`src/rtl/core/oop_pkg.sv`:
```
// Package for the octahedron orientation point block.
// Field widths, fixed-point constants, register indexes and the classified item type.
// No dependencies.
`default_nettype none

package oop_pkg;

    localparam int COORD_W  = 8;
    localparam int MULT_W   = 5;
    localparam int ANGLE_W  = 17;
    localparam int WEIGHT_W = 32;

    localparam int MAX_GRID    = 255;
    localparam int QUEUE_DEPTH = 4;

    // configuration register indexes
    localparam logic [7:0] CFG_GRID_SIZE   = 8'd0;
    localparam logic [7:0] CFG_INTERPOLATE = 8'd1;

    // 2^51 / (3*pi), rounded
    localparam logic [47:0] WEIGHT_C = 48'd238923380800944;
    localparam logic [ANGLE_W-1:0] Q16_ONE = 17'd65536;

    // angle lane: quotient of a*2^34/b, then its integer root
    localparam int RATIO_W  = 18;
    localparam int QUO_W    = 35;
    localparam int ROOT_W   = 18;
    localparam int LANE_LAT = QUO_W + ROOT_W + 1;

    typedef struct packed {
        logic               ok;
        logic               az;
        logic [COORD_W-1:0] n;
        logic [COORD_W-1:0] x;
        logic [COORD_W-1:0] y;
        logic [COORD_W-1:0] z;
        logic [MULT_W-1:0]  m;
    } t_item;

endpackage

`default_nettype wire

```
`src/rtl/core/oop_front.sv`:
```
// Front stage: accepts grid points, checks them against the face and
// classifies edges and vertices. Uses oop_pkg.
`default_nettype none

module oop_front (
    input  wire logic                          i_clk,
    input  wire logic                          i_rst_n,
    input  wire logic                          i_valid,
    output logic                               o_stall,
    input  wire logic [oop_pkg::COORD_W-1:0]   i_y_step,
    input  wire logic [oop_pkg::COORD_W-1:0]   i_z_step,
    input  wire logic [oop_pkg::COORD_W-1:0]   i_grid_size,
    input  wire logic                          i_interpolate,
    output logic                               o_push,
    output oop_pkg::t_item                     o_item,
    input  wire logic                          i_full
);

    localparam logic [9:0] MAX_N = 10'(oop_pkg::MAX_GRID);
    localparam logic [oop_pkg::MULT_W-1:0] M_PLAIN  = 5'd4;
    localparam logic [oop_pkg::MULT_W-1:0] M_VERTEX = 5'd6;
    localparam logic [oop_pkg::MULT_W-1:0] M_EDGE   = 5'd12;
    localparam logic [oop_pkg::MULT_W-1:0] M_FACE   = 5'd24;

    logic [oop_pkg::COORD_W-1:0] w_n;
    logic [oop_pkg::COORD_W:0]   w_sum;
    logic [oop_pkg::COORD_W-1:0] w_x;
    logic                        w_ok;
    logic [1:0]                  w_zeros;
    logic                        w_take;
    oop_pkg::t_item              n_item;
    oop_pkg::t_item              r_item;
    logic                        r_valid;

    always_comb begin
        w_n     = ({2'b00, i_grid_size} > MAX_N) ? MAX_N[7:0] : i_grid_size;
        w_sum   = {1'b0, i_y_step} + {1'b0, i_z_step};
        w_ok    = (w_n != '0) && (w_sum <= {1'b0, w_n});
        w_x     = w_n - w_sum[oop_pkg::COORD_W-1:0];
        w_zeros = 2'(w_x == '0) + 2'(i_y_step == '0) + 2'(i_z_step == '0);

        n_item.ok = w_ok;
        n_item.az = w_ok && (w_x == '0) && (i_y_step == '0);
        n_item.n  = w_n;
        // points off the face run through with a harmless geometry
        n_item.x  = w_ok ? w_x : 8'd1;
        n_item.y  = w_ok ? i_y_step : '0;
        n_item.z  = w_ok ? i_z_step : '0;
        if (i_interpolate) begin
            n_item.m = M_PLAIN;
        end else if (w_zeros >= 2'd2) begin
            n_item.m = M_VERTEX;
        end else if (w_zeros == 2'd1) begin
            n_item.m = M_EDGE;
        end else begin
            n_item.m = M_FACE;
        end
    end

    assign o_stall = r_valid && i_full;
    assign o_push  = r_valid && !i_full;
    assign w_take  = i_valid && !o_stall;
    assign o_item  = r_item;

    always_ff @(posedge i_clk) begin
        if (!i_rst_n) begin
            r_valid <= 1'b0;
        end else if (w_take) begin
            r_valid <= 1'b1;
        end else if (o_push) begin
            r_valid <= 1'b0;
        end
    end

    always_ff @(posedge i_clk) begin
        if (w_take) begin
            r_item <= n_item;
        end
    end

endmodule

`default_nettype wire

```
`config.mk`:
```
export PLATFORM = sky130hd
export DESIGN_NAME = oop_front
export DESIGN_NICKNAME = d
export VERILOG_FILES = /design/src/rtl/core/oop_pkg.sv /design/src/rtl/core/oop_front.sv
export SDC_FILE = /design/constraint.sdc
export NUM_CORES = 1
export LEC_CHECK = 0
export ABC_AREA = 1
export BUFFER_PORTS_ARGS = -buffer_cell sky130_fd_sc_hd__buf_2
export CAP_MARGIN = 20
export CORE_ASPECT_RATIO = 0.8
export CORE_MARGIN = 2
export CORE_UTILIZATION = 56
export CTS_CLUSTER_DIAMETER = 30
export CTS_CLUSTER_SIZE = 20
export DETAILED_ROUTE_END_ITERATION = 8
export PLACE_DENSITY = 0.86
export SETUP_SLACK_MARGIN = 0.4
export SLEW_MARGIN = 20
export SYNTH_ARGS = -nofsm -noshare
export SYNTH_HDL_FRONTEND = slang
export SYNTH_SLANG_ARGS = --single-unit
```
`constraint.sdc`:
```
create_clock -name i_clk -period 9.3 [get_ports i_clk]
set_clock_uncertainty 0.2 [all_clocks]
set_input_delay 0 -clock i_clk [delete_from_list [all_inputs] [get_ports i_clk]]
set_output_delay 0 -clock i_clk [all_outputs]
set_load 0.005 [all_outputs]
```
Word level (Yosys, flattened, before mapping). Index checks and enable logic that the tools add are counted.

Add/subtract/negate cells: 4. Mux-type cells: 4. Eq/ne operators: 1. Reduce and logical (&&, ||, !) cells: 14. Order comparisons: 2.

Operators by type and width (number): $logic_not 8->1 (3); $add 8x8->9 (1); $le 9x8->1 (1); $reduce_bool 8->1 (1); $sub 8x8->8 (1); $logic_and 1x1->1 (6); $mux 5 (1); $add 1x1->2 (1); $add 2x1->2 (1); $eq 2x1->1 const B (1); $ge 2x2->1 const B (1); $logic_not 1->1 (2); $mux 1 (2); $mux 2 (1); $reduce_bool 2->1 (1); $reduce_or 2->1 (1).

Flip-flop bits (word level): 40. Input port bits: 29. Logic and storage cells: 34.

Longest topological paths before layout. Gate-level depths: netlist of run 1.

Word-level depth: 8. Depth in mapped cells: 21. Depth with buffers taken out: 21.

Worst setup path after synthesis of run 1. No wires, ideal clock.

Path type: input to register. Start: input port i_y_step[0] (netlist bit). End: register r_item (netlist bit o_item[2]), data pin. Cell stages on the path: 20. Setup slack: 6.102 ns. Data required time: 8.846 ns. Data arrival time: 2.744 ns. Cell sequence: ha_1 > fa_1 > a21oi_1 > o21bai_2 > nand2_1 > nand2_1 > xor2_1 > ha_1 > nand2_1 > inv_1 > a21oi_1 > nand2_1 > xnor2_1 > nand3_1 > inv_1 > fa_1 > nor2_1 > inv_1 > nor2_1 > inv_1.

Word-level cells in the longest chain between the ends: 7. Elaborated cells on any way between the ends: 10.

RTL lines: from (decl) (RTL line oop_front.sv:10) `input wire logic [oop_pkg::COORD_W-1:0] i_y_step,`; $add 8x8->9 (RTL line oop_front.sv:37) `w_sum = {1'b0, i_y_step} + {1'b0, i_z_step};`; $sub 8x8->8 (RTL line oop_front.sv:39) `w_x = w_n - w_sum[oop_pkg::COORD_W-1:0];`; $logic_not 8->1 (RTL line oop_front.sv:40) `w_zeros = 2'(w_x == '0) + 2'(i_y_step == '0) + 2'(i_z_step == '0);`; $add 1x1->2 * (RTL line oop_front.sv:40); $add 2x1->2 * (RTL line oop_front.sv:40); $ge 2x2->1 or $eq 2x1->1 (tied branches) (RTL line oop_front.sv:51, oop_front.sv:53); $reduce_or 2->1 (no line) or $mux 5 (tied branches); to (signal assigned) (RTL line oop_front.sv:77) `r_item <= n_item;`; to (decl) (RTL line oop_front.sv:32) `oop_pkg::t_item r_item;`.

Mark *: on every way between the ends. The rest lies on a longest branch, timed or not. A chain may end at the register's enable or synchronous reset.

Final worst setup path of run 1.
Start: input port i_y_step[2] (netlist bit). End: register r_item (netlist bit o_item[2]), data pin.

Same word-level chain as after synthesis.

==> run summary, run 1 <==
RUN STATUS
--------------------------------------------------------------------------------------------------
Result of the run                                                                        completed

PWR
--------------------------------------------------------------------------------------------------
Switching fraction of total power                                                           0.3082
Power Total                                                                              0.5294 mW
Clock share of power                                                                         0.266
Combinational cell fraction of total power                                                   0.315
Leakage                                                                                   1.606 nW
Internal power                                                                           0.3662 mW
P per Cell Area                                                                       166.9 nW/µm²
Sequential group share of total power                                                        0.419
Peak ir drop on the vdd network                                                        0.0001107 V
Net load switching power                                                                 0.1631 mW

GRT
--------------------------------------------------------------------------------------------------
Maximum number of pins on one net before global-route repair                                    39
Initial antenna violation count                                                                  0
Vias in the first global route                                                                1884
Global-route wire length before repair                                                     8190 µm
Aggregate global-route resource usage                                                       0.2262
Overflow after GRT                                                                               0

ROUTE
--------------------------------------------------------------------------------------------------
Count of nets left with antenna violations after detail routing                                  0
Mean number of vias per cell                                                                 4.808
# DRC                                                                                            0
Routed wirelength normalized by instance count                                            12.73 µm
Routed vias                                                                                   1933
Violation count after the first detailed-route iteration                                        90
Router iterations before antenna repair                                                          4
Sum of routed wire length over all layers                                                  5116 µm

STA
--------------------------------------------------------------------------------------------------
Worst slew margin relative to its limit                                                     0.6543
Worst-margin pin slew                                                                    0.5173 ns
Final hold violation count                                                                       0
Period Utilization, post-route                                                              0.4333
Number of pins with negative max-slew slack in the final report                                  0
Worst setup margin                                                                        5.270 ns
Final critical-path required period                                                       4.030 ns
Maximum clock frequency                                                                 0.2482 GHz
Setup repair after global routing missed its margin                                             no
Final number of setup-violating endpoints                                                        0
Final total negative setup slack                                                              0 ns
Worst hold slack                                                                        0.02391 ns

WORST SETUP PATH
--------------------------------------------------------------------------------------------------
List of cells traversed by the critical path                                          dlygate4sd3_1 > buf_2 > ha_1 > a21oi_1 > nand2_1 > a21oi_1 > o21bai_1 > xor2_1 > inv_1 > ha_1 > nand2_1 > inv_1 > a21oi_1 > nand2_1 > xnor2_1 > nand3_1 > inv_1 > fa_1 > nor2_1 > inv_1 > nor2_1 > inv_1
Worst endpoint data arrival time                                                           3.89 ns
R2r worst-path depth                                                                             4
Required time at the endpoint of the critical path                                         9.16 ns
Worst flop-to-flop path endpoint                                                        o_item[21]
CP max-delay cell                                                                     dlygate4sd3_1
Crit-path max FO                                                                                 5
Dominant cell type by count on the critical path                                             inv_1
Worst flop-to-flop path startpoint                                                         r_valid
Startpoint-to-endpoint class of the critical path                                           in2reg
Crit path largest cell delay                                                               0.56 ns
Type of destination of the critical path                                                 flip-flop
Worst reg2reg setup slack                                                                  7.69 ns
Crit path launch type                                                                   input port

SYNTHESIS
--------------------------------------------------------------------------------------------------
Fraction of the yosys area taken by sequential cells                                        0.4877
Number of instances in the synthesized netlist                                                 244
Mapped Area                                                                               2381 µm²
Warnings, synthesis                                                                              0
Number of register bits inferred by synthesis                                                   39
Nets in the synthesized netlist                                                                299
Distinct cells, synth                                                                           26
Mapped Avg Cell Area                                                                     9.758 µm²

CELLS AND AREA
--------------------------------------------------------------------------------------------------
Nets@finish                                                                                    399
Final standard cell area without fillers                                                  3172 µm²
Area Overhead vs Synth                                                                      33.21%
Share of post-route cells with drive strength above 1                                       0.2696
Number of antenna repair diodes                                                                  0
Post-layout instance count excluding filler cells                                              402
Util after Layout                                                                           0.7689

CTS
--------------------------------------------------------------------------------------------------
Total number of H-tree levels                                                                    2
Clock transition time at the flip-flop clock pins of the worst setup and hold paths        0.08 ns
Latest clock arrival within the worst-skew pair                                            0.30 ns
Cell at the root of the clock tree                                                        clkbuf_8
TritonCTS clock tree                                                                          done
Number of setup buffers added after CTS                                                          0
Maximum number of buffers from clock root to sink                                                2
Total of cells resized after clock tree synthesis                                                0
Number of buffers inserted during clock tree synthesis                                           5
Clock sinks                                                                                     39

PLACE
--------------------------------------------------------------------------------------------------
Placement-stage worst setup slack                                                         5.596 ns
Cell area reported after detailed placement                                               2761 µm²
Half-perimeter wire length after placement                                                 3480 µm
Routability congestion estimate                                                             0.8770
Count of buffers from port buffering                                                            68
Instance count after placement with tap cells included                                         366

FLOORPLAN
--------------------------------------------------------------------------------------------------
Num ports                                                                                       70
Floorplan die area                                                                        4792 µm²
Die width                                                                                 76.90 µm
Y dimension of the die                                                                    62.32 µm
Initial Utilization                                                                         0.5772
Number of rows created at floorplan                                                             21
Floorplan Core Area                                                                       4125 µm²

RUN
--------------------------------------------------------------------------------------------------
Reported max-cap violation count                                                                 0

HOLD PATH
--------------------------------------------------------------------------------------------------
Launch point of the worst hold path                                                        i_valid
Cell depth of the worst min-delay path                                                           3
Worst-case hold path end point                                                          o_item[11]
Worst hold path class                                                                       in2reg

[power groups by stage]
stage	clock, mW	combinational (mW)	sequential (mW)
finish	0.141	0.167	0.222
global route	0.149	0.187	0.224
CTS	0.142	0.163	0.222
detailed placement	0	0.152	0.226
global placement	0	0.148	0.226
floorplan	0	0.108	0.230
[worst max-delay path, delay by kind of cell]
family / cells / cell delay [ns]
fa+ha+maj: 3 / 1.13
compound gates: 4 / 0.62
xor+xnor: 2 / 0.34
buf+inv: 7 / 1.01
simple gates: 6 / 0.79
[kinds of logic (layout without fill, tap and decap cells)]
family	count (synthesis)	in the layout	share of synthesized area
buffers and inverters	59	160	0.1046
xor gates and xnor gates	11	11	0.04046
AOI/OAI and AO/OA	20	20	0.04782
adders and majority gates	26	26	0.1461
DFF	39	39	0.4876
and+or+nand+nor	88	88	0.1718
other	1	1	0.001575
[cell usage in the layout (no fill, tap or decap), types with 2 or more instances in the layout]
| master | synthesis | layout |
|---|---|---|
| xnor2_1 | 4 | 4 |
| fa_1 | 3 | 3 |
| buf_2 | 0 | 68 |
| dlygate4sd3_1 | 0 | 27 |
| nand4_1 | 6 | 6 |
| nand3_1 | 7 | 7 |
| ha_1 | 23 | 23 |
| a21oi_1 | 14 | 14 |
| nor2_2 | 11 | 11 |
| edfxtp_1 | 38 | 38 |
| o21ai_0 | 2 | 2 |
| o21bai_1 | 2 | 2 |
| nand2_1 | 30 | 30 |
| nand2_2 | 2 | 2 |
| nor2_1 | 27 | 26 |
| clkbuf_8 | 0 | 5 |
| nor4_1 | 2 | 2 |
| inv_1 | 56 | 56 |
| xor2_1 | 7 | 7 |
[how the worst max path moves through the flow]
stage / start / slack (ns) / to
finish: i_y_step[2] / 5.27 / o_item[2]
global route: i_y_step[2] / 4.93 / o_item[2]
CTS: i_y_step[0] / 5.35 / o_item[2]
detailed placement: i_y_step[0] / 5.60 / o_item[2]
global placement: i_y_step[0] / 5.84 / o_item[2]
floorplan: i_y_step[0] / 6.10 / o_item[2]
[layout make-up]
class,count,area [µm²]
clock buffers,5,68.82
clock inverters,3,43.79
fillers,287,953.4
inverters,56,210.2
multi-input cells,146,978.4
flip-flops and latches,39,1161
well taps,57,71.32
repair buffers,96,638.1
[sequential cells by signal, summed over array words and instances, names as in the netlist]
signal	count
o_item	38
r_valid	1
[cell usage after synthesis]
library cell | count | area (µm²)
ha_1 | 23 | 287.8
nand3_1 | 7 | 35.03
xor2_1 | 7 | 61.31
buf_6 | 1 | 11.26
o21bai_1 | 2 | 15.01
nand3_4 | 1 | 17.52
nor4_1 | 2 | 12.51
xnor2_1 | 4 | 35.03
edfxtp_1 | 38 | 1141
a21boi_0 | 1 | 7.510
buf_4 | 1 | 7.510
nand2_2 | 2 | 12.51
inv_1 | 56 | 210.2
nor2_2 | 11 | 68.82
buf_12 | 1 | 20.02
o21bai_2 | 1 | 11.26
o21ai_0 | 2 | 10.01
dfxtp_1 | 1 | 20.02
nor2_1 | 27 | 101.4
conb_1 | 1 | 3.750
fa_1 | 3 | 60.06
a21oi_1 | 14 | 70.07
nand4_1 | 6 | 37.54
nand2_1 | 30 | 112.6
nor2b_1 | 1 | 6.260
nor3_1 | 1 | 5.000
[timing repair]
item	4_1_cts	5_1_grt
hold endpoints to repair	29	0
hold buffers	27	0
endpoints found under the setup margin	0	0
[per-layer routing]
layer	track usage	up-vias	routed length (µm)
met1	0.2707	868	2169
met5	0	-	0
met4	0.1364	0	198
li1	-	976	-
met2	0.3717	69	2480
met3	0.05378	20	267
Power figures use the tool's default switching activity.
==> inputs of run 2 (changes only) <==
--- a/config.mk
+++ b/config.mk
@@ -10,11 +10,11 @@
 export CAP_MARGIN = 20
 export CORE_ASPECT_RATIO = 0.8
 export CORE_MARGIN = 2
-export CORE_UTILIZATION = 56
+export CORE_UTILIZATION = 52
 export CTS_CLUSTER_DIAMETER = 30
 export CTS_CLUSTER_SIZE = 20
 export DETAILED_ROUTE_END_ITERATION = 8
-export PLACE_DENSITY = 0.86
+export PLACE_DENSITY = 0.8
 export SETUP_SLACK_MARGIN = 0.4
 export SLEW_MARGIN = 20
 export SYNTH_ARGS = -nofsm -noshare
==> constraint.sdc (replaced) <==
create_clock -name i_clk -period 4.2 [get_ports i_clk]
set_clock_uncertainty 0.2 [all_clocks]
set_input_delay 0 -clock i_clk [delete_from_list [all_inputs] [get_ports i_clk]]
set_output_delay 0 -clock i_clk [all_outputs]
set_load 0.005 [all_outputs]
==> run 2 against run 1 <==
Power increased by 120%. Count of clock-buffer cells in the layout is the same. Cell area is 0.32% higher. Sequential power grew 120%. Via count shrank 0.21%. Clock power grew 120%. Critical path depth is 2 lower. Worst setup slack lost 4.7 ns. Critical path type unchanged. Largest power group unchanged.
==> run summary, run 2 (synthesis results as in run 1) <==
WORST SETUP PATH
--------------------------------------------------------------------------------------------------
Worst reg2reg setup slack                                                                  2.35 ns   was 7.69 ns
Crit path largest cell delay                                                               0.54 ns   was 0.56 ns
Crit-path max FO                                                                                 5   unchanged
List of cells traversed by the critical path                                          dlygate4sd3_1 > buf_2 > ha_2 > inv_1 > o21bai_1 > xor2_1 > inv_1 > ha_2 > nand2_2 > nor2_1 > nand2_1 > nand2_1 > xnor2_1 > nand3_1 > inv_1 > fa_1 > nor2_2 > inv_1 > nor2_1 > inv_1   was dlygate4sd3_1 > buf_2 > ha_1 > a21oi_1 > nand2_1 > a21oi_1 > o21bai_1 > xor2_1 > inv_1 > ha_1 > nand2_1 > inv_1 > a21oi_1 > nand2_1 > xnor2_1 > nand3_1 > inv_1 > fa_1 > nor2_1 > inv_1 > nor2_1 > inv_1
Worst endpoint data arrival time                                                           3.51 ns   was 3.89 ns
Type of destination of the critical path                                                 flip-flop   unchanged
Startpoint-to-endpoint class of the critical path                                           in2reg   unchanged
Dominant cell type by count on the critical path                                             inv_1   unchanged
Worst flop-to-flop path endpoint                                                        o_item[20]   was o_item[21]
CP max-delay cell                                                                     dlygate4sd3_1   unchanged
Worst Setup EP                                                                           o_item[2]   unchanged
Required time at the endpoint of the critical path                                         4.06 ns   was 9.16 ns
Timing startpoint of the critical path                                                 i_y_step[4]   was i_y_step[2]
R2r worst-path depth                                                                             3   was 4
Worst flop-to-flop path startpoint                                                         r_valid   unchanged
Crit path launch type                                                                   input port   unchanged

ROUTE
--------------------------------------------------------------------------------------------------
Router iterations before antenna repair                                                          4   unchanged
Routed wirelength normalized by instance count                                            13.03 µm   was 12.73 µm
# DRC                                                                                            0   unchanged
Count of nets left with antenna violations after detail routing                                  0   unchanged
Sum of routed wire length over all layers                                                  5226 µm   was 5116 µm
Violation count after the first detailed-route iteration                                       116   was 90
Mean number of vias per cell                                                                 4.810   was 4.808
Routed vias                                                                                   1929   was 1933

STA
--------------------------------------------------------------------------------------------------
Final total negative setup slack                                                              0 ns   unchanged
Setup repair after global routing missed its margin                                             no   unchanged
Period Utilization, post-route                                                              0.8703
Number of pins with negative max-slew slack in the final report                                  0   unchanged
Worst-margin pin slew                                                                     1.052 ns   was 0.5173 ns
Final hold violation count                                                                       0   unchanged
Final number of setup-violating endpoints                                                        0   unchanged
Final critical-path required period                                                       3.655 ns
Maximum clock frequency                                                                 0.2736 GHz
Worst slew margin relative to its limit                                                     0.2973   was 0.6543

CELLS AND AREA
--------------------------------------------------------------------------------------------------
Commonest non-fill, non-tap cell in the layout                                               buf_2   unchanged
Final standard cell area without fillers                                                  3182 µm²   was 3172 µm²
Number of flip-flops in the largest register                                                    38   unchanged
Number of fillers in the final layout                                                          299   was 287
Top library cells by usage in the layout, fill and taps aside                         buf_2 (68), inv_1 (56), edfxtp_1 (38)   unchanged
Number of antenna repair diodes                                                                  0   unchanged
Post-layout instance count excluding filler cells                                              401   was 402
Nets@finish                                                                                    398   was 399
Area Overhead vs Synth                                                                      33.63%   was 33.21%
Share of post-route cells with drive strength above 1                                       0.2907   was 0.2696

CTS
--------------------------------------------------------------------------------------------------
Cell at the root of the clock tree                                                        clkbuf_8   unchanged
Clock sinks                                                                                     39   unchanged
Latest clock arrival within the worst-skew pair                                            0.29 ns   was 0.30 ns
Clock transition time at the flip-flop clock pins of the worst setup and hold paths        0.08 ns   about the same
Number of buffers inserted during clock tree synthesis                                           5   unchanged
Number of setup buffers added after CTS                                                          0   unchanged
TritonCTS clock tree                                                                          done   unchanged
Total number of H-tree levels                                                                    2   unchanged
Maximum number of buffers from clock root to sink                                                2   unchanged

PLACE
--------------------------------------------------------------------------------------------------
Instance count after placement with tap cells included                                         366   unchanged
Half-perimeter wire length after placement                                                 3628 µm   was 3480 µm
Routability congestion estimate                                                             0.8170   was 0.8770
Count of buffers from port buffering                                                            68   unchanged
Cell area reported after detailed placement                                               2761 µm²   unchanged

GRT
--------------------------------------------------------------------------------------------------
Global-route wire length before repair                                                     8349 µm   was 8190 µm
Maximum number of pins on one net before global-route repair                                    39   unchanged
Vias in the first global route                                                                1839   was 1884
Overflow after GRT                                                                               0   unchanged
Aggregate global-route resource usage                                                       0.2155   was 0.2262
Initial antenna violation count                                                                  0   unchanged

FLOORPLAN
--------------------------------------------------------------------------------------------------
Initial Utilization                                                                         0.5559   was 0.5772
Die width                                                                                 79.66 µm   was 76.90 µm
Floorplan die area                                                                        5140 µm²   was 4792 µm²
Y dimension of the die                                                                    64.53 µm   was 62.32 µm
Floorplan Core Area                                                                       4283 µm²   was 4125 µm²
Number of rows created at floorplan                                                             21   unchanged
Num ports                                                                                       70   unchanged

PWR
--------------------------------------------------------------------------------------------------
Leakage                                                                                   1.594 nW   was 1.606 nW
Peak ir drop on the vdd network                                                        0.0001788 V   was 0.0001107 V
P per Cell Area                                                                       370.2 nW/µm²   was 166.9 nW/µm²

RUN STATUS
--------------------------------------------------------------------------------------------------
Result of the run                                                                        completed   unchanged

RUN
--------------------------------------------------------------------------------------------------
Reported max-cap violation count                                                                 0   unchanged

HOLD PATH
--------------------------------------------------------------------------------------------------
Worst hold path class                                                                       in2out   was in2reg

==> run 2: cell types whose count changed in the layout (fill, tap and decap cells not counted), sizes merged <==
cell,change
buf,-1
==> run 2: worst min path at each step <==
stage | startpoint | end | slack [ns] | cells after the start
after floorplan | i_full | o_push | -0.17 | 1
after global placement | i_grid_size[7] | o_item[36] | 0.01 | 1
after detailed placement | i_grid_size[7] | o_item[36] | 0.02 | 1
after CTS | i_full | o_push | 0.04 | 3
after global routing | i_full | o_push | 0.06 | 3
final | i_full | o_push | 0.04 | 3
==> run 2: metal layers <==
layer	wire, µm	vias up	track usage
met5	0	-	0
met4	128	0	0.08405
met3	318	13	0.03900
met2	2569	73	0.3761
met1	2209	873	0.2654
li1	-	970	-
==> run 2: power by group <==
part	switching (mW)	total, mW	leakage [nW]	internal [mW]
Combinational	0.222	0.375	1.15	0.153
Clock	0.135	0.312	0.0581	0.177
Sequential	0.00844	0.491	0.383	0.483
==> run 2: final cells by class <==
type / count / area (µm²) / share of cell area
tap: 57 / 71.32 / 0.02241
sequential: 39 / 1161 / 0.3649
multi-input combinational: 146 / 1016 / 0.3193
clock buffer: 5 / 68.82 / 0.02163
inverter: 56 / 210.2 / 0.06606
timing repair buffer: 95 / 610.6 / 0.1919
clock inverter: 3 / 43.79 / 0.01376
==> run 2: timing repair <==
item                                    4_1_cts  5_1_grt
endpoints found under the setup margin        0        2
endpoints found under the hold margin        29        0
gates resized for setup                       0        9
hold buffers                                 27        0
==> run 2: through the flow <==
stage	utilization	worst slack [ns]	total power [mW]	hold WS [ns]
after floorplan	-	1.002	0.7482	-0.1689
after global placement	0.6448	0.7211	0.8286	0.01427
after detailed placement	0.6448	0.4753	0.8405	0.01810
after CTS	0.7342	0.5933	1.172	0.03742
after global routing	0.7429	0.3627	1.250	0.06018
final	0.7429	0.5449	1.178	0.03711
==> run 2: critical path: cells and delay by family <==
family / cells / cell delay (ns)
simple gates: 7 / 0.81
buf+inv: 7 / 1.00
xor+xnor: 2 / 0.32
compound gates: 1 / 0.20
fa+ha+maj: 3 / 1.20
