### config.mk
export PLATFORM = sky130hd
export DESIGN_NAME = oop_queue
export DESIGN_NICKNAME = d
export VERILOG_FILES = /design/src/rtl/core/oop_pkg.sv /design/src/rtl/core/oop_queue.sv
export SDC_FILE = /design/constraint.sdc
export NUM_CORES = 1
export LEC_CHECK = 0
export BUFFER_PORTS_ARGS = -buffer_cell sky130_fd_sc_hd__buf_4
export CAP_MARGIN = 20
export CORE_ASPECT_RATIO = 1.25
export CORE_MARGIN = 2
export CORE_UTILIZATION = 55
export CTS_BUF_LIST = sky130_fd_sc_hd__clkbuf_8 sky130_fd_sc_hd__clkbuf_16
export DETAILED_ROUTE_END_ITERATION = 12
export PLACE_DENSITY_LB_ADDON = 0.08
export SKIP_LAST_GASP = 1
export SYNTH_ARGS = -nofsm -noshare
export SYNTH_HDL_FRONTEND = slang
export SYNTH_SLANG_ARGS = --single-unit
### constraint.sdc
create_clock -name i_clk -period 2.65 [get_ports i_clk]
set_clock_uncertainty 0.1 [all_clocks]
set_input_delay 0.53 -clock i_clk [delete_from_list [all_inputs] [get_ports i_clk]]
set_output_delay 0.53 -clock i_clk [all_outputs]
set_load 0.02 [all_outputs]
### src/rtl/core/oop_pkg.sv
// Package for the octahedron orientation point block.
// Field widths, fixed-point constants, register indexes and the classified item type.
// No dependencies.
`default_nettype none

package oop_pkg;

    localparam int COORD_W  = 8;
    localparam int MULT_W   = 5;
    localparam int ANGLE_W  = 17;
    localparam int WEIGHT_W = 32;

    localparam int MAX_GRID    = 255;
    localparam int QUEUE_DEPTH = 4;

    // configuration register indexes
    localparam logic [7:0] CFG_GRID_SIZE   = 8'd0;
    localparam logic [7:0] CFG_INTERPOLATE = 8'd1;

    // 2^51 / (3*pi), rounded
    localparam logic [47:0] WEIGHT_C = 48'd238923380800944;
    localparam logic [ANGLE_W-1:0] Q16_ONE = 17'd65536;

    // angle lane: quotient of a*2^34/b, then its integer root
    localparam int RATIO_W  = 18;
    localparam int QUO_W    = 35;
    localparam int ROOT_W   = 18;
    localparam int LANE_LAT = QUO_W + ROOT_W + 1;

    typedef struct packed {
        logic               ok;
        logic               az;
        logic [COORD_W-1:0] n;
        logic [COORD_W-1:0] x;
        logic [COORD_W-1:0] y;
        logic [COORD_W-1:0] z;
        logic [MULT_W-1:0]  m;
    } t_item;

endpackage

`default_nettype wire

### src/rtl/core/oop_queue.sv
// Short item queue between the front stage and the arithmetic pipeline.
// Uses oop_pkg for the item type.
`default_nettype none

module oop_queue #(
    parameter int DEPTH = oop_pkg::QUEUE_DEPTH
) (
    input  wire logic           i_clk,
    input  wire logic           i_rst_n,
    input  wire logic           i_push,
    input  wire oop_pkg::t_item i_item,
    output logic                o_full,
    input  wire logic           i_pop,
    output logic                o_empty,
    output oop_pkg::t_item      o_item
);

    localparam int PW = (DEPTH > 1) ? $clog2(DEPTH) : 1;
    localparam int CW = $clog2(DEPTH + 1);

    oop_pkg::t_item  r_mem [DEPTH];
    logic [PW-1:0]   r_wr;
    logic [PW-1:0]   r_rd;
    logic [CW-1:0]   r_cnt;

    assign o_full  = (r_cnt == CW'(DEPTH));
    assign o_empty = (r_cnt == '0);
    assign o_item  = r_mem[r_rd];

    always_ff @(posedge i_clk) begin
        if (!i_rst_n) begin
            r_wr  <= '0;
            r_rd  <= '0;
            r_cnt <= '0;
        end else begin
            if (i_push) begin
                r_wr <= (r_wr == PW'(DEPTH - 1)) ? '0 : r_wr + 1'b1;
            end
            if (i_pop) begin
                r_rd <= (r_rd == PW'(DEPTH - 1)) ? '0 : r_rd + 1'b1;
            end
            if (i_push && !i_pop) begin
                r_cnt <= r_cnt + 1'b1;
            end else if (i_pop && !i_push) begin
                r_cnt <= r_cnt - 1'b1;
            end
        end
    end

    always_ff @(posedge i_clk) begin
        if (i_push) begin
            r_mem[r_wr] <= i_item;
        end
    end

endmodule

`default_nettype wire

**Word-level counts from Yosys, hierarchy flattened**

Memory sizes are Yosys's and may differ from the RTL's. A register that Yosys moved wholly into a read port is not among the register bits.
Index checks and enable logic that the tools add are counted.

- Add/subtract/negate cells: 4
- Reductions and logical operators: 6
- Equal/unequal tests: 3
- Multiplexer cells: 8

Operators by type and width:

| kind | number |
|---|---|
| 2-to-1 mux 2 bit | 4 |
| 2-to-1 mux 3 bit | 2 |
| adder 2 x 1 -> 2 bit (second input constant) | 2 |
| == test 2 bit (second input constant) | 2 |
| adder 3 x 1 -> 3 bit (second input constant) | 1 |
| == test 3 bit (second input constant) | 1 |
| zero test 3 bit | 1 |
| subtractor 3 x 1 -> 3 bit (second input constant) | 1 |
| logical AND 1 bit | 2 |
| zero test 1 bit | 2 |
| 2-to-1 mux 1 bit | 2 |
| nonzero test 2 bit | 1 |

- Logic and storage cells: 25
- Bits in registers: 7
- Input bits: 43
- RAM bits: 156
- Output and inout port bits: 41
- Memories kept: 1

Memories:

| memory | depth | width | rd ports | clocked after Yosys merged registers in | write ports | line | RTL |
|---|---|---|---|---|---|---|---|
| r_mem | 4 | 39 | 1 | 1 | 1 | oop_queue.sv:21 | `oop_pkg::t_item r_mem [DEPTH];` |

**Depth between registers and ports, before layout**

Gate-level depths: netlist of the first run.

- Word-level depth: 4
- Depth in mapped cells: 7

**Worst setup path after synthesis of the first run**

No wires, ideal clock.

- Path type: reg2reg
- From: register r_wr[0]
- To: memory r_mem[3][0] in the netlist's numbering, enable pin
- Path slack: 0.653 ns
- Stages on the path, launching flop included: 3
- Data arrival time: 1.497 ns
- Setup time: 0.400 ns
- Buffers on the path: 0
- Clock period less this slack: 1.997 ns
- Path through: dfxtp_1 > ha_1 > and2_1

RTL lines:

| what | line | RTL |
|---|---|---|
| from (decl) | oop_queue.sv:22 | `logic [PW-1:0] r_wr;` |
| from (signal assigned) | oop_queue.sv:37 | `r_wr <= (r_wr == PW'(DEPTH - 1)) ? '0 : r_wr + 1'b1;` |
| to (decl) | oop_queue.sv:21 |  |

No word-level cell before the write port.

==> run summary, run 1 <==
The path class of the tightest hold or removal check is in -> reg. Cell with the most instances after synthesis: edfxtp_1. The total number of nets in the final design came out at 403. The critical path capture point type is an output pin. The repair_antennas step left the layout with diodes totalling 0. The global routing usage on met1 is 23.06%, and the number of gates resized after CTS is 0. The clock latency on the worst-skew pair was 0.42 ns. For the sequential area share after synthesis, the log shows 80.07%. The HPWL reported at the end of detailed placement was 6212 um; the count of maximum capacitance violations was 0.

The run gives 10350 um as the overall routed net length. At the pin with the least slew margin, the transition time is 0.3639 ns. Number of buffers on the longest clock path: 2. In this run the most used layer during global routing was met2. The die is 98.01 um wide. The area enclosed by the die boundary is 11910 um^2. Summed over all failing endpoints, the final setup total negative slack is 0 ns. After Yosys synthesis, and, or, nand and nor cells account for 1.483% of the synthesized area. Synthesis produced a netlist with a net count of 297. The congestion estimate from routability-driven global placement came to 0.6947. Among all flip-flop cells after synthesis, the most frequent one is edfxtp_1. The compound-gate portion of the synthesized area came out at 0.3295%.

The count of TritonRoute iterations in the first routing pass was 4. The synthesized design devotes to its leading area cell type 77.10% of total area. The H-tree was split into 4 levels.

Dividing total power by cell area gives a power density of 829.4 nW/um^2. The count of routing violations after the opening detailed-route iteration is 194, and the via count is 2823. Once layout is complete, the utilization of the core stands at 70.83%. Setup violations remaining at the end of the flow were counted as 0. The max-slew headroom at the worst pin was 75.74%. The portion of synthesized area spent on multiplexers is 15.12%. The TritonCTS buffer count is 17, and the maximum fanout count along the critical path is 17.

Buffers inserted to repair hold after CTS numbered 0. Once layout is done, the placed cells without fillers occupy 7556 um^2. The routed design could run at a clock period as short as 2.437 ns. The run gives 0.4796 mV as the worst voltage drop across the vdd grid. For the total grt overflow, the log shows 0. In the final layout, the multi-input gates occupy 1146 um^2. The buffer count from post-CTS setup fixing is 0, and the pin count of the biggest net entering global routing is 31. Relative to the synthesized area, the layout overhead comes to 24.36%. The detailed-route wire length per cell is 20.77 um, and the met2 usage in global routing is 31.42%. The number of register bits inferred by synthesis came out at 165.

The post-synthesis share of cell area spent on full adders, half adders and majority gates works out to 1.565%. Setup repair after global routing left no endpoint under its margin. In the routed layout, each cell is associated on average with a via count of 5.669. The clock slew seen by the registers of the worst setup and hold paths is 0.06 ns, and the share of cells above drive strength 1 is 45.90%.

The logs give 3055 for the via count of the first global-routing pass and 0 for the count of yosys warnings during synthesis. For the met3 layer usage reported by global route, the log shows 6.336%. The remaining antenna violation count is 0. TritonCTS built the clock tree.

Mapped cell area: 6076 um^2. A synthesized cell averages 24.60 um^2. The clock sink count is 165. The data required time at the worst endpoint came out at 2.02 ns.

For this run, asynchronously set or reset flops after synthesis account for 0%. The commonest cells after synthesis are edfxtp_1 (156), mux4_2 (39), dfxtp_1 (9). Summing all flip-flop and latch instances after layout gives 4867 um^2. In this run the core area contains 42 standard-cell rows. The worst path uses 91.95% of the clock period.

By area the synthesized netlist is led by edfxtp_1 (77%), mux4_2 (14%), dfxtp_1 (3.0%), ha_1 (1.2%), mux2i_1 (0.66%). The number of filler instances in the final layout came out at 661. The overall fraction of global-route tracks in use is 18.76%, and the total of buffers placed on input and output ports is 83. Once placement finished, the instance area stood at 6919 um^2. The first global-routing pass estimated 16040 um of wire.

The post-synthesis xor/xnor area fraction was 0.2883%; the initial antenna violation count was 0. The logs give 0 for the number of pins with negative max-slew slack in the final report and 0 for the number of hold-slack violations in the final timing report. The post-route DRC violation count came out at 0. Data arrives at the worst endpoint at 1.81 ns.

The number of top-level pins came out at 84. STA classifies the critical path startpoint as a register. The worst setup path is of the reg -> out kind.

Based on the critical path, the design can be clocked at up to 410.4 MHz. The synthesized netlist contains 22 unique library cells. edfxtp_1 takes more of the synthesized area than any other cell. The main combinational cell family by area after synthesis was multiplexers.

The number of synthesized flops with an enable pin was 156; the height of the die was 121.5 um. Synthesis produced a netlist whose cell count is 247. The initial utilization of the core area, before any placement, comes to 56.96%.

The core region is 10670 um^2. The clock root buffer master is clkbuf_16. In this run the static leakage power is 0.002636 uW. The flow ran to the end, and the final reports show no timing, DRC or antenna violations.
==> path summary, 6_finish.rpt <==
kind | from | end | slack, ns | cells past startpoint
max | register | o_item[23] | 0.21 | 3
min | i_item[22] | r_mem[3][22] | 0.21 | 1
max reg2reg | r_cnt[0] | r_cnt[2] | 1.06 | 4
min reg2reg | r_cnt[2] | r_cnt[2] | 0.42 | 2
==> placed cells by master, fill, tap and decap left out, drive strengths merged <==
cell type | netlist | routed
clkinv | 0 | 4
nor2b | 5 | 5
o21ai | 1 | 1
o21a | 1 | 1
clkinvlp | 0 | 2
fa | 1 | 1
dfxtp | 9 | 9
or3 | 1 | 1
nor3 | 2 | 2
and2 | 5 | 5
nor2 | 1 | 1
edfxtp | 156 | 156
nor3b | 1 | 1
buf | 6 | 95
bufinv | 0 | 5
ha | 6 | 6
clkbuf | 2 | 17
xnor2 | 1 | 1
mux4 | 39 | 39
mux2i | 4 | 4
xor2 | 1 | 1
a21boi | 1 | 1
inv | 4 | 8
==> per-stage QoR <==
stage | std cells | power, uW | hold WS, ns | setup slack (ns)
5_1_grt | 498 | 6487 | 0.1950 | 0.1271
6_report | 498 | 6267 | 0.2095 | 0.2134
4_1_cts | 498 | 6327 | 0.1954 | 0.1656
3_3_place_gp | 466 | 3708 | 0.3898 | 0.5754
3_5_place_dp | 466 | 3725 | 0.4189 | 0.4919
2_1_floorplan | 247 | 3436 | 0.3724 | 0.6534
==> power breakdown <==
group	leakage, uW	total (uW)	switching [uW]	internal (uW)
sequential	0.00151	3030	42.1	2980
clock	0.000311	2610	944	1660
combinational	0.000817	636	332	304
total	0.00264	6270	1320	4950
==> sequential cells by signal, indices dropped and copies added, names as in the netlist, named ones only <==
register	count
r_rd	2
r_wr	2
r_mem	156
r_cnt	3
==> metal layers <==
metal  vias up  part of all wire, %
li1       1246                    -
met1      1488                   40
met2        81                   53
met3         8                  5.5
met4         0                  1.1
met5         -                    0
==> cell families after synthesis <==
kind of cell,Yosys count
mux,43
compound gates,3
fa+ha+maj,7
simple gates,15
xor+xnor,2
buf+inv,12
flops,165
==> cell type report <==
type | instances | area share, %
flip-flops and latches | 165 | 64.41
repair buffers | 95 | 9.604
multi-input cells | 70 | 15.17
well taps | 132 | 2.186
inverters | 4 | 0.1987
clock inverters | 15 | 2.798
clock buffers | 17 | 5.630
==> worst max-delay path, cell delays in order (launching register included) <==
cell and delay (ns):
dfxtp_2 0.51, buf_4 0.34, mux4_2 0.36, buf_4 0.18
Note: power is estimated with default switching activity, not from simulation.
==> inputs of run 2 (changes only) <==
--- a/config.mk
+++ b/config.mk
@@ -6,10 +6,11 @@
 export NUM_CORES = 1
 export LEC_CHECK = 0
 export BUFFER_PORTS_ARGS = -buffer_cell sky130_fd_sc_hd__buf_4
-export CAP_MARGIN = 20
+export CELL_PAD_IN_SITES_DETAIL_PLACEMENT = 1
+export CELL_PAD_IN_SITES_GLOBAL_PLACEMENT = 1
 export CORE_ASPECT_RATIO = 1.25
 export CORE_MARGIN = 2
-export CORE_UTILIZATION = 55
+export CORE_UTILIZATION = 50
 export CTS_BUF_LIST = sky130_fd_sc_hd__clkbuf_8 sky130_fd_sc_hd__clkbuf_16
 export DETAILED_ROUTE_END_ITERATION = 12
 export PLACE_DENSITY_LB_ADDON = 0.08
==> run summary, run 2 (synthesized netlist as in run 1, its figures left out) <==
TritonCTS built the clock tree. The total grt overflow is 0 (unchanged). The run gives 0.4255 mV (-11%) as the worst voltage drop across the vdd grid.

The flow ran to the end, and the final reports show no timing, DRC or antenna violations. The total power per unit cell area was 828.0 nW/um^2 (-0.18%); the achievable clock frequency was 401.2 MHz (-2.2%). The worst setup path is launched from a register.

The maximum cell stage delay along the critical path was 0.60 ns (+0.09 ns); the initial standard-cell utilization of the core was 50.66% (-6.3 points). Leaving out fill and tap cells, the most frequent cell in the layout is edfxtp_1. The post-route clock period utilization came out at 94.05% (+2.1 points). The via count of the first global-routing pass came out at 3140 (+2.8%).

The routability-driven placement congestion ratio is 0.6548 (-5.7%), and the post-route DRC violation count is 0 (unchanged). In this design, the critical path's most frequently occurring cell is buf_4. The logs give 0 (unchanged) for the buffer count from post-CTS setup fixing and 495 (+6.2%) for the number of placed instances with taps included. The pin count of the biggest net entering global routing was 27 (-13%). The HPWL reported at the end of detailed placement is 7128 um (+15%). The worst-margin pin slew came out at 0.4601 ns (+0.09621 ns). Number of pins with negative max-slew slack in the final report: 0 (unchanged).

The run gives 165 (unchanged) as the clock sink count. For the remaining antenna violation count, the log shows 0 (unchanged). The class of the worst hold path is in -> reg.

The area growth from synthesis to layout is 25.76%. The post-place setup slack came out at 0.4828 ns (-0.009057 ns). STA classifies the critical path endpoint as an output pin. The count of routing violations after the opening detailed-route iteration is 117 (-40%), and the die extent in x is 102.6 um (+4.7%). The tools report the max-slew headroom at the worst pin as 69.33% (-6.4 points). The logs give 45 (+7.1%) for the number of rows in the core area and 0 (unchanged) for the antenna diode count.

The flip-flop count of the largest register, all copies and words added was 156 (unchanged); the smallest setup slack after layout was 0.1577 ns (-0.05565 ns). Setup repair after global routing left no endpoint under its margin. The number of top-level pins is 84 (unchanged).

Critical path class: reg -> out. The top cell types in the final layout, fill and taps aside, are edfxtp_1 (156), buf_4 (86), mux4_2 (39). For the data required time at the worst endpoint, the log shows 2.02 ns (about the same). The share of cells above drive strength 1 was 46.28% (+0.38 points); the number of gates resized after CTS was 0 (unchanged).

The global-route wire length before repair is 17750 um (+11%), and the overall routed net length is 11420 um (+10%). The count of TritonRoute iterations in the first routing pass is 4 (unchanged), and the logic depth of the worst register-to-register path is 3 (-1). The critical path arrival was 1.86 ns (+0.05 ns); the area enclosed by the die boundary was 13050 um^2 (+9.6%). The total number of nets in the final design was 400 (-0.74%). The clock latency on the worst-skew pair was 0.42 ns (about the same). The run gives 0 (unchanged) as the initial antenna violation count. The logs give 2 (unchanged) for the number of buffers on the longest clock path and 63.71% (-7.1 points) for the core utilization of the finished layout.

The final cell count without fillers is 527 (+5.8%). The time the worst path needs with I/O delays and setup is 2.492 ns (+0.05565 ns), and the count of hold-fix buffers inserted at cts is 0 (unchanged). Total of buffers placed on input and output ports: 83 (unchanged). Walking the worst path, the cells encountered are buf_4, mux4_2, buf_4. The height of the die works out to 127.2 um (+4.7%). The count of maximum capacitance violations was 0 (unchanged).

The number of H-tree levels is 4 (unchanged), and the overall fraction of global-route tracks in use is 19.27% (+0.51 points). The total core area is 11990 um^2 (+12%), and the clock slew seen by the registers of the worst setup and hold paths is 0.07 ns (about the same). The cell depth of the worst hold path is 1 (unchanged). The tree is rooted in a clkbuf_16. The total power was 6327 uW (+0.94%); the static power due to leakage was 0.002639 uW (+0.13%). The maximum fanout count along the critical path was 14 (-3). The sum of negative setup slack came out at 0 ns (unchanged). The routed via count divided by cell count was 5.380 (-5.1%); the number of setup violations in the final report was 0 (unchanged). The logs give 0 (unchanged) for the number of hold-slack violations in the final timing report and 17 (unchanged) for the TritonCTS buffer count. The critical-path cell with the highest stage delay was dfxtp_2.

The register with the most flip-flops in the final layout is r_mem. The via count came out at 2835 (+0.43%). In the final layout, the registers with the most flip-flops are r_mem: 156 flops, r_cnt: 3 flops. The detailed-route wire length per cell was 21.67 um (+4.3%).
-- run 2: area by class of cell --
type	count	area, um^2
clock inverters	15	216.5
repair buffers	92	765.7
multi-input cells	70	1146
inverters	4	15.01
flip-flops and latches	165	4867
fillers	1011	4352
well taps	164	205.2
clock buffers	17	425.4
-- run 2: final timing paths --
kind	start	to	slack, ns
worst max-delay path	register	o_item[18]	0.16
worst min register to register	r_cnt[2]	r_cnt[2]	0.44
worst min-delay path	i_item[2]	r_mem[2][2]	0.20
worst max register to register	r_wr[0]	r_mem[3][25]	0.93
-- run 2: through the flow --
step                cell area, um^2  hold slack [ns]
floorplan                      6076           0.3724
global placement               6999           0.3962
detailed placement             6999           0.4270
CTS                            7641           0.1792
global route                   7641           0.1828
finish                         7641           0.2022
-- run 2: critical path, delay by kind of cell, from the launching register on --
kind                   cells  cell delay [ns]
buffers and inverters      2             0.49
DFF                        1             0.60
muxes                      1             0.34
-- run 2: power breakdown --
part	switching (uW)	internal, uW	total, uW
clock	1040	1600	2640
sequential	47.9	2980	3030
combinational	339	313	652
-- run 2: layer usage --
layer  vias up  global-route usage (%)  part of all wire [%]  wire (um)
li1       1246                       -                     -          -
met1      1504                   24.98                    41       4652
met2        70                   30.76                    54       6112
met3        15                   5.142                   4.2        482
met4         0                   8.392                   1.5        171
met5         -                       0                     0          0
==> inputs of run 3 (changes only) <==
--- a/config.mk
+++ b/config.mk
@@ -5,14 +5,15 @@
 export SDC_FILE = /design/constraint.sdc
 export NUM_CORES = 1
 export LEC_CHECK = 0
-export BUFFER_PORTS_ARGS = -buffer_cell sky130_fd_sc_hd__buf_4
 export CELL_PAD_IN_SITES_DETAIL_PLACEMENT = 1
 export CELL_PAD_IN_SITES_GLOBAL_PLACEMENT = 1
 export CORE_ASPECT_RATIO = 1.25
 export CORE_MARGIN = 2
-export CORE_UTILIZATION = 50
+export CORE_UTILIZATION = 55
 export CTS_BUF_LIST = sky130_fd_sc_hd__clkbuf_8 sky130_fd_sc_hd__clkbuf_16
 export DETAILED_ROUTE_END_ITERATION = 12
+export DONT_BUFFER_PORTS = 1
+export GPL_TIMING_DRIVEN = 1
 export PLACE_DENSITY_LB_ADDON = 0.08
 export SKIP_LAST_GASP = 1
 export SYNTH_ARGS = -nofsm -noshare
==> run summary, run 3 (synthesized netlist as in run 1, its figures left out) <==
The total core area was 10670 um^2 (-11%); the total grt overflow was 0 (unchanged). The total power per unit cell area works out to 851.4 nW/um^2 (+2.8%). Number of hold-slack violations in the final timing report: 0 (unchanged). The library cell used most frequently in the layout, excluding fill and tap cells, is edfxtp_1.

The area enclosed by the die boundary is 11910 um^2 (-8.8%), and the total number of nets in the final design is 322 (-20%). The run gives 0.5007 mV (+18%) as the worst voltage drop across the vdd grid. The logs give 52.06% (-17 points) for the max-slew headroom at the worst pin and 4 (unchanged) for the count of TritonRoute iterations in the first routing pass. Routed length on met1: 4043 um (-13%). Initial standard-cell utilization of the core: 56.96% (+6.3 points).

TritonCTS built the clock tree. The library cells used most frequently in the layout, excluding fill and tap cells, are edfxtp_1 (156), mux4_2 (39), clkbuf_16 (17). The net switching power figure is 1263 uW (-11%), and the overall fraction of global-route tracks in use is 18.84% (-0.43 points). The tools report the number of top-level pins as 84 (unchanged). The sequential power share was 51.5% (+3.6 points). The clock sink count was 165 (unchanged). The count of hold-fix buffers inserted at cts came out at 0 (unchanged). The remaining antenna violation count is 0 (unchanged). For the number of H-tree levels, the log shows 4 (unchanged). The tools report the met3 wirelength from detailed routing as 767 um (+59%). The run gives 0 (unchanged) as the number of setup violations in the final report. The count of maximum capacitance violations was 0 (unchanged). Count of routing violations after the opening detailed-route iteration: 123 (+5.1%).

The worst setup path is captured at an output pin. The TritonCTS buffer count was 17 (unchanged). STA classifies the critical path startpoint as a register.

The routed via count divided by cell count works out to 6.014 (+12%). The overall routed net length was 10420 um (-8.7%); the antenna diode count was 0 (unchanged). The tools report the critical path arrival as 1.79 ns (-0.07 ns). The clock root buffer master is clkbuf_16. Maximum fanout count along the critical path: 16 (+2). The post-route DRC violation count came out at 0 (unchanged).

The number of buffers and inverters on the critical path was 1 (-1); the clock share of power was 40.9% (-0.9 points). The flip-flop count of the largest register, all copies and words added came out at 156 (unchanged). Setup repair after global routing left no endpoint under its margin. Data required time at the worst endpoint: 2.02 ns (about the same). The post-route clock period utilization was 91.16% (-2.9 points); the total length of routed met2 wires was 5379 um (-12%). The relative area change from synthesis to final layout is 13.78%, and the sum of negative setup slack is 0 ns (unchanged).

The HPWL reported at the end of detailed placement is 6497 um (-8.9%), and the switching part of the total is 21.46% (-1.1 points). Detailed-route wire length per cell: 24.99 um (+15%). The initial antenna violation count is 0 (unchanged).

In this design, the largest share of critical-path delay is due to flip-flops. For the routability-driven placement congestion ratio, the log shows 0.6636 (+1.3%). In this run the critical register-to-register path is launched from r_wr[0].

The path class of the tightest hold or removal check is in -> reg. Total of buffers placed on input and output ports: 0 (-100%). The run finished with clean final reports.

The run gives 2 (unchanged) as the number of buffers on the longest clock path. The via count of the first global-routing pass was 2816 (-10%). The largest registers in the layout are r_mem: 156 flops, r_cnt: 3 flops. The time the worst path needs with I/O delays and setup is 2.416 ns (-0.07662 ns), and the cell internal power dissipation is 4623 uW (-5.7%). The height of the die is 121.5 um (-4.5%).

In this run the most critical hold path is launched from i_item[34]. The clock latency on the worst-skew pair is 0.41 ns (about the same), and the share of cells above drive strength 1 is 30.88% (-15 points). The core utilization of the finished layout is 64.80% (+1.1 points).

The number of gates resized after CTS was 0 (unchanged). The static power due to leakage is 0.002220 uW (-16%), and the relative contribution of combinational cells to total power is 7.6% (-2.7 points). The achievable clock frequency is 414.0 MHz (+3.2%).

The buffer count from post-CTS setup fixing is 0 (unchanged). After detailed routing, no signal wire sits above met4. Maximum cell stage delay along the critical path: 0.62 ns (+0.02 ns).

The via count is 2508 (-12%). The critical-path cell with the highest stage delay was dfxtp_2. The register with the most flip-flops in the final layout is r_mem. The setup path with the least slack is of type reg -> out. The die extent in x was 98.01 um (-4.5%). The run gives 42 (-6.7%) as the number of rows in the core area. The worst-margin pin slew is 0.7175 ns (+0.2574 ns).

For the pin count of the biggest net entering global routing, the log shows 27 (unchanged). Traced cell by cell, the critical path runs through buf_4, mux4_2. The clock slew seen by the registers of the worst setup and hold paths is 0.06 ns (about the same).

The number of pins with negative max-slew slack in the final report was 0 (unchanged); the global-route wire length before repair was 15900 um (-10%).
[run 3: changes by cell type in the layout (fill, tap and decap cells not counted), sizes merged]
cell / previous run / this run
buf: 92 / 14
bufinv: 4 / 3
clkinv: 5 / 6
clkinvlp: 0 / 4
inv: 10 / 6
[run 3: power by group through the flow]
| stage | Clock (uW) | Sequential [uW] | Combinational [uW] |
|---|---|---|---|
| after global routing | 2530 | 3040 | 480 |
| after detailed placement | 0 | 3090 | 459 |
| after CTS | 2460 | 3030 | 461 |
| after floorplan | 0 | 3070 | 370 |
| after global placement | 0 | 3080 | 453 |
| final | 2410 | 3030 | 450 |
[run 3: worst paths after layout]
check	end	slack [ns]	cells past startpoint
setup / recovery	o_item[8]	0.23	2
hold / removal	r_mem[1][34]	0.11	0
setup reg to reg	r_mem[1][3]	0.91	3
hold reg to reg	r_cnt[2]	0.44	2
[run 3: cell type report]
cell class | instances | area (um^2)
Clock inverter | 15 | 163.9
Timing Repair Buffer | 14 | 130.1
Sequential cell | 165 | 4867
Clock buffer | 17 | 425.4
Fill cell | 830 | 3755
Inverter | 4 | 15.01
Multi-Input combinational cell | 70 | 1146
Tap cell | 132 | 165.2
[run 3: metrics by stage]
stage          setup slack (ns)  total power [uW]  instances  hold WS [ns]  cell area [um^2]
2_1_floorplan            0.6534              3436        247        0.3724              6076
3_3_place_gp             0.6667              3532        385        0.3967              6324
3_5_place_dp             0.6181              3545        385        0.4284              6324
4_1_cts                  0.1833              5948        417       0.09364              6913
5_1_grt                  0.1660              6057        417       0.09391              6913
6_report                 0.2343              5886        417        0.1090              6913
[run 3: metal layers]
metal | vias to the layer above | track usage [%]
met5 | - | 0
met2 | 83 | 30.69
met3 | 18 | 6.797
li1 | 1086 | -
met1 | 1321 | 22.70
met4 | 0 | 8.767
